[src/rtl/cpp_pkg.sv]
package cpp_pkg;

	localparam int OPERAND_WIDTH = 16;
	localparam int PRODUCT_WIDTH = 2 * OPERAND_WIDTH + 1;
	localparam int MAG_WIDTH = 2 * OPERAND_WIDTH;
	localparam int RADICAND_WIDTH = 2 * MAG_WIDTH;
	localparam int SQRT_STEPS = MAG_WIDTH;
	localparam int REM_WIDTH = MAG_WIDTH + 2;

	localparam int CORDIC_STAGES = 16;
	localparam int CORDIC_WIDTH = 64;
	localparam int GUARD_SHIFT = 28;
	localparam int ANGLE_WIDTH = 32;
	localparam int PHASE_WIDTH = 16;
	localparam int PHASE_SHIFT = ANGLE_WIDTH - PHASE_WIDTH;

	// Square, sum, one stage per root bit, rounding.
	localparam int MAG_LATENCY = 3 + SQRT_STEPS;
	// Pre-rotation, one stage per CORDIC step, rounding.
	localparam int CORDIC_LATENCY = 2 + CORDIC_STAGES;
	localparam int PHASE_DELAY = MAG_LATENCY - CORDIC_LATENCY;
	localparam int PIPE_DEPTH = 2 + MAG_LATENCY;

	localparam int APB_ADDR_WIDTH = 3;
	localparam int APB_DATA_WIDTH = 32;
	localparam logic [APB_ADDR_WIDTH-3:0] REG_PHASE_MODE = 1'b0;
	localparam logic PHASE_MODE_ATAN2 = 1'b0;

	typedef logic signed [OPERAND_WIDTH-1:0] operand_t;
	typedef logic signed [PRODUCT_WIDTH-1:0] product_t;
	typedef logic [MAG_WIDTH-1:0] mag_t;
	typedef logic signed [CORDIC_WIDTH-1:0] cordic_word_t;
	typedef logic [ANGLE_WIDTH-1:0] angle_t;
	typedef logic [PHASE_WIDTH-1:0] phase_t;

	// atan(2^-i) with a full turn as 2^32, rounded to nearest.
	function automatic angle_t atan_angle(input int unsigned idx);
		angle_t a;
		case (idx)
			0: a = 32'h20000000;
			1: a = 32'h12E4051E;
			2: a = 32'h09FB385B;
			3: a = 32'h051111D4;
			4: a = 32'h028B0D43;
			5: a = 32'h0145D7E1;
			6: a = 32'h00A2F61E;
			7: a = 32'h00517C55;
			8: a = 32'h0028BE53;
			9: a = 32'h00145F2F;
			10: a = 32'h000A2F98;
			11: a = 32'h000517CC;
			12: a = 32'h00028BE6;
			13: a = 32'h000145F3;
			14: a = 32'h0000A2FA;
			15: a = 32'h0000517D;
			16: a = 32'h000028BE;
			17: a = 32'h0000145F;
			18: a = 32'h00000A30;
			19: a = 32'h00000518;
			20: a = 32'h0000028C;
			21: a = 32'h00000146;
			22: a = 32'h000000A3;
			23: a = 32'h00000051;
			24: a = 32'h00000029;
			25: a = 32'h00000014;
			26: a = 32'h0000000A;
			27: a = 32'h00000005;
			28: a = 32'h00000003;
			29: a = 32'h00000001;
			30: a = 32'h00000001;
			default: a = '0;
		endcase
		return a;
	endfunction

endpackage

[src/rtl/cpp_cmul.sv]
module cpp_cmul
	import cpp_pkg::*;
(
	input  logic     clk,
	input  logic     en,
	input  operand_t a_real,
	input  operand_t a_imag,
	input  operand_t b_real,
	input  operand_t b_imag,
	output product_t re_s2,
	output product_t im_s2
);

	logic signed [2*OPERAND_WIDTH-1:0] p_rr_s1;
	logic signed [2*OPERAND_WIDTH-1:0] p_jj_s1;
	logic signed [2*OPERAND_WIDTH-1:0] p_rj_s1;
	logic signed [2*OPERAND_WIDTH-1:0] p_jr_s1;

	always_ff @(posedge clk) begin
		if (en) begin
			p_rr_s1 <= a_real * b_real;
			p_jj_s1 <= a_imag * b_imag;
			p_rj_s1 <= a_real * b_imag;
			p_jr_s1 <= a_imag * b_real;
			re_s2 <= PRODUCT_WIDTH'(p_rr_s1) - PRODUCT_WIDTH'(p_jj_s1);
			im_s2 <= PRODUCT_WIDTH'(p_rj_s1) + PRODUCT_WIDTH'(p_jr_s1);
		end
	end

endmodule

[config.mk]
export PLATFORM = sky130hd
export DESIGN_NAME = cpp_cmul
export DESIGN_NICKNAME = d
export VERILOG_FILES = /design/src/rtl/cpp_pkg.sv /design/src/rtl/cpp_cmul.sv
export SDC_FILE = /design/constraint.sdc
export NUM_CORES = 2
export LEC_CHECK = 0
export ABC_AREA = 1
export ABC_CLOCK_PERIOD_IN_PS = 5260
export BUFFER_PORTS_ARGS = -buffer_cell sky130_fd_sc_hd__buf_2
export CORE_MARGIN = 8
export CORE_UTILIZATION = 40
export CTS_CLUSTER_DIAMETER = 40
export DETAILED_ROUTE_END_ITERATION = 16
export PLACE_DENSITY = 0.65
export SETUP_SLACK_MARGIN = 0.5
export SLEW_MARGIN = 40
export SYNTH_ARGS = -nofsm -noshare
export SYNTH_HDL_FRONTEND = slang
export SYNTH_SLANG_ARGS = --single-unit
[constraint.sdc]
create_clock -name clk -period 5.26 [get_ports clk]
set_input_delay 0 -clock clk [delete_from_list [all_inputs] [get_ports clk]]
set_output_delay 0 -clock clk [all_outputs]
set_load 0.02 [all_outputs]
# After elaboration in Yosys (flattened, before gate mapping)
# Index checks and enable logic that the tools add are counted.
[totals]
ff_bits = 194
mem_count = 0
inputBits = 66
latch_bits = 0
output_inout_bits = 66
mem_bits_rw = 0
word_cells = 12
rom_bits = 0
[op_classes]
muxes = 0
n_lt_le_gt_ge = 0
n_addsub = 2
bitwise = 0
n_mul = 4
shifts = 0
n_eq_ne = 0
div = 0
n_reduce_logical = 0
[op_table]
columns = ["op", "count"]
rows = [
  ["16-bit by 16-bit multiplier with 32-bit output", 4],
  ["32-bit by 32-bit adder with 33-bit output", 1],
  ["32-bit by 32-bit subtractor with 33-bit output", 1],
]

# Longest topological paths before layout
[logic_depth]
depth_word = 1
ltp_mapped = 27
mapped_depth_nobuf = 26

# Least setup slack after synthesis
# Ideal clock, no wire load.
[synth_path]
kind = "in2reg"
start = "in a_real[15]"
end = "reg p_rj_s1[31], data pin"
required_time_ps = 5008
setup_ps = 252
path_buffers = 1
cell_stages = 22
setup_slack_ps = 79
arrival_ps = 4929
path_cell_list = "clkbuf_1 > nand2_1 > inv_1 > fa_1 > fa_1 > fa_1 > fa_1 > fa_1 > inv_1 > fa_1 > inv_1 > ha_1 > nand2_1 > nor2_1 > inv_1 > nor2_2 > and2_1 > nand2_1 > nand2_1 > inv_1 > nand2_1 > nand2_1"
[synth_via]
elab_chain_cells = 1
[synth_rtl]
columns = ["element", "line", "source"]
rows = [
  ["start: declaration", "cpp_cmul.sv:6", "input operand_t a_real,"],
  ["16-bit by 16-bit multiplier with 32-bit output", "cpp_cmul.sv:23", "p_rj_s1 <= a_real * b_imag;"],
  ["end signal: assignment", "cpp_cmul.sv:23", ""],
  ["end: declaration", "cpp_cmul.sv:16", "logic signed [2*OPERAND_WIDTH-1:0] p_rj_s1;"],
]
# Every way passes these cells.
# A chain may end at the register's enable or synchronous reset.

# Final worst setup path
[layout_path]
start = "in a_imag[15]"
end = "reg p_jr_s1[28], data pin"
[layout_via]
elab_chain_cells = 1
[layout_rtl]
columns = ["element", "line", "source"]
rows = [
  ["start: declaration", "cpp_cmul.sv:7", "input operand_t a_imag,"],
  ["16-bit by 16-bit multiplier with 32-bit output", "cpp_cmul.sv:24", "p_jr_s1 <= a_imag * b_real;"],
  ["end signal: assignment", "cpp_cmul.sv:24", ""],
  ["end: declaration", "cpp_cmul.sv:17", "logic signed [2*OPERAND_WIDTH-1:0] p_jr_s1;"],
]
# Every way passes these cells.

==> metrics <==
hold path start a_imag[0]; post-layout minimum cycle time 4.78 ns; Crit. End Element flip-flop; root buf cell clkbuf_16; Yosys cell types 36; transition time at the pin with the least slew margin between 0.6 and 0.7 ns; Routed WL 155000 um; Hold Path Stages 4; Final period util 91.0%; Die H approximately 380 um; CP arrival approximately 5 ns; fillcell total 12600; largest family of logic cells by synthesized area adder cells; max-slew violations 0; die area ~150000 sq um; share of cells above drive strength 1 18.5%; Synth area leaders fa_1 (39%), inv_1 (15%), nand2_1 (14%); fmax 0.209 GHz; Post-Syn Nets 8421; Crit Path Max Fanout 7; Yosys reg bits 194; sequential share of the synthesized area 10.9%; reg2reg path depth 8; area grow syn2layout 21.8%; Post-synth EDFFs 194; FF-to-FF setup slack 2.74 ns; Via density 4.77; Synth top area share 39.4%; clock sinks just under 200; CP cell instances buf_12 > buf_12 > buf_6 > nand2_2 > inv_1 > fa_2 > fa_2 > buf_12 > buf_6 > fa_1 > fa_1 > fa_1 > fa_1 > ha_4 > nand2_1 > nor2_4 > nand2_2 > nor3_4 > nand2_2 > nand4_1 > nand2_1; Synth Area in Adders between 40 and 50%; critical path type in -> reg; cell taking the most area after synthesis fa_1; first-pass GRT wire length 243000 um; detailed-route via count 44500; DP HPWL 128000 um; Clock Path Buffers 2; unrepaired setup endpoints after global routing true; Num CTS Buffers 17; Critical Path RT 5.52 ns; Hold Vio Cnt, Final 0; post-synthesis mux area share 0%; Syn Std Cell Area roughly 53000 sq um; port bufs ~130; CTS hold repair buffers 0; Worst-path clk slew roughly 0.10 ns; final core utilization 48.9%; 1st-iter DRT viols 3137; largest net degree at the start of global routing between 100 and 150; Hold WS ~0.052 ns; gr ovfl total 0; final net count 9038; CP startpoint kind primary input; Post-Synth XOR/XNOR Area 1.95%; initial antenna violation count 7; drt drc 0; Mean Syn Cell Area 7.71 sq um; number of global-route vias before repair ~46000; GRT Total Usage 20.8%; Layout Skew 0.0236 ns; Max stage delay on crit path 0.63 ns; Hold Crit Class in -> reg; post-route ant nets 0; core area 133000 sq um; # IOs 132; die width 381 um; Hold EP p_jj_s1[0]$_DFFE_PP_; Post-Synthesis Cells 6913; routability congestion estimate about 0.91; worst r2r dst im_s2[29]$_DFFE_PP_; asr flop ratio synth 0%; status complete, no violations; Synth Flop Type edfxtp_1; CP max stage cell fa_2; worst-skew pair later-pin latency 0.53 ns; Max-Cap Viols 0; simple-gate portion of the synthesized area between 10% and 20%; final-report setup violation count 0; Reg-to-Reg Start p_rj_s1[24]$_DFFE_PP_; routed length per instance between 15 and 20 um; YS warnings 0; cell row count about 130; clock tree from TritonCTS done; Most common cell on crit path fa_1; Initial Utilization 40.1%; H-tree depth 4; complex-gate fraction of the synthesized area 2.72%; Rel. slew slack 56.3%; Pre-Repair DR Iteration Count 6
flip-flops by register name (all words and copies together), names as in the netlist:
name / count
p_jr_s1: 32
p_rj_s1: 32
p_jj_s1: 32
p_rr_s1: 32
re_s2: 33
im_s2: 33
per-layer routing:
layer / track usage, % / up-vias / part of all wire, %
li1: - / 21100 / -
met1: 28.6 / 21900 / 43
met2: 34.0 / 1282 / 47
met3: 3.44 / 196 / 7.7
met4: 5.83 / 4 / 2.3
met5: 0 / - / 0.017
cell usage after synthesis (all sizes together), types with 8 or more instances:
cell type	count
inv	2108
nand2	2001
fa	1050
ha	392
nor2	261
edfxtp	194
clkbuf	189
nand3	180
a21oi	163
xor2	100
nand4	62
o21ai	59
nor3	51
o21bai	28
xnor2	19
nand3b	13
a21o	10
nor4	8
cells in the final DEF, fill, tap and decap left out, drive strengths merged, types with 2 or more instances in the layout:
master,netlist,final
nand4,62,62
o21a,3,3
o21ai,59,59
nand3,180,180
inv,2108,2115
clkinvlp,0,4
fa,1050,1050
xor2,100,100
and2,6,6
a21oi,163,163
o21bai,28,28
buf,3,773
clkbuf,189,35
xnor2,19,19
clkinv,2,4
nor2,261,261
nor4,8,8
ha,392,392
a31oi,3,3
diode,0,2
nand3b,13,13
a21o,10,10
or2,3,3
nand2,2001,2001
and3,2,2
edfxtp,194,194
nor3,51,51
logic make-up after synthesis:
group | after synthesis
AO/OA/AOI/OAI | 268
XOR/XNOR | 119
adder cells (fa/ha/maj) | 1442
buffers and inverters | 2302
flip-flops | 194
AND/OR/NAND/NOR | 2588
stage by stage:
stage	TNS, ns	instances	worst slack, ns	area [sq um]
finish	0	9313	0.475	65000
global route	0	9312	0.370	65000
CTS	0	9234	0.425	61800
detailed placement	-13.43	9186	-0.360	60700
global placement	-10.73	9186	-0.361	60700
floorplan	0	6913	0.466	53700
what timing repair did:
action	4_1_cts	5_1_grt
gates cloned	2	12
buffers inserted	14	65
endpoints found under the setup margin	70	81
gates resized for setup	89	657
pin swaps	28	258
area by class of cell:
cell class,count,area (sq um),area share [%]
repair buffers,790,7030,10.8
inverters,2110,7930,12.2
diodes,2,5.00,0.00770
clock inverters,14,143,0.220
well taps,1768,2210,3.41
multi-input cells,4417,41400,63.7
flip-flops and latches,194,5830,8.97
clock buffers,18,429,0.661
worst max-delay path, delay by kind of cell:
kind / cells / cell delay, ns
adder cells (fa/ha/maj): 7 / 3.43
buffers and inverters: 6 / 0.75
AND/OR/NAND/NOR: 8 / 0.82
how the worst max path moves through the flow:
stage,startpoint,end,cells after the start
6_report,a_imag[15],p_jr_s1[28]$_DFFE_PP_,21
5_1_grt,a_imag[15],p_jr_s1[31]$_DFFE_PP_,24
4_1_cts,b_imag[5],p_rj_s1[31]$_DFFE_PP_,22
3_5_place_dp,b_real[2],p_rr_s1[27]$_DFFE_PP_,21
3_3_place_gp,a_real[15],p_rj_s1[29]$_DFFE_PP_,22
2_1_floorplan,a_real[15],p_rj_s1[31]$_DFFE_PP_,22
Power is left out: the tool's default activity adds up to more than one toggle a clock period on the data nets, which glitch-free logic cannot reach.
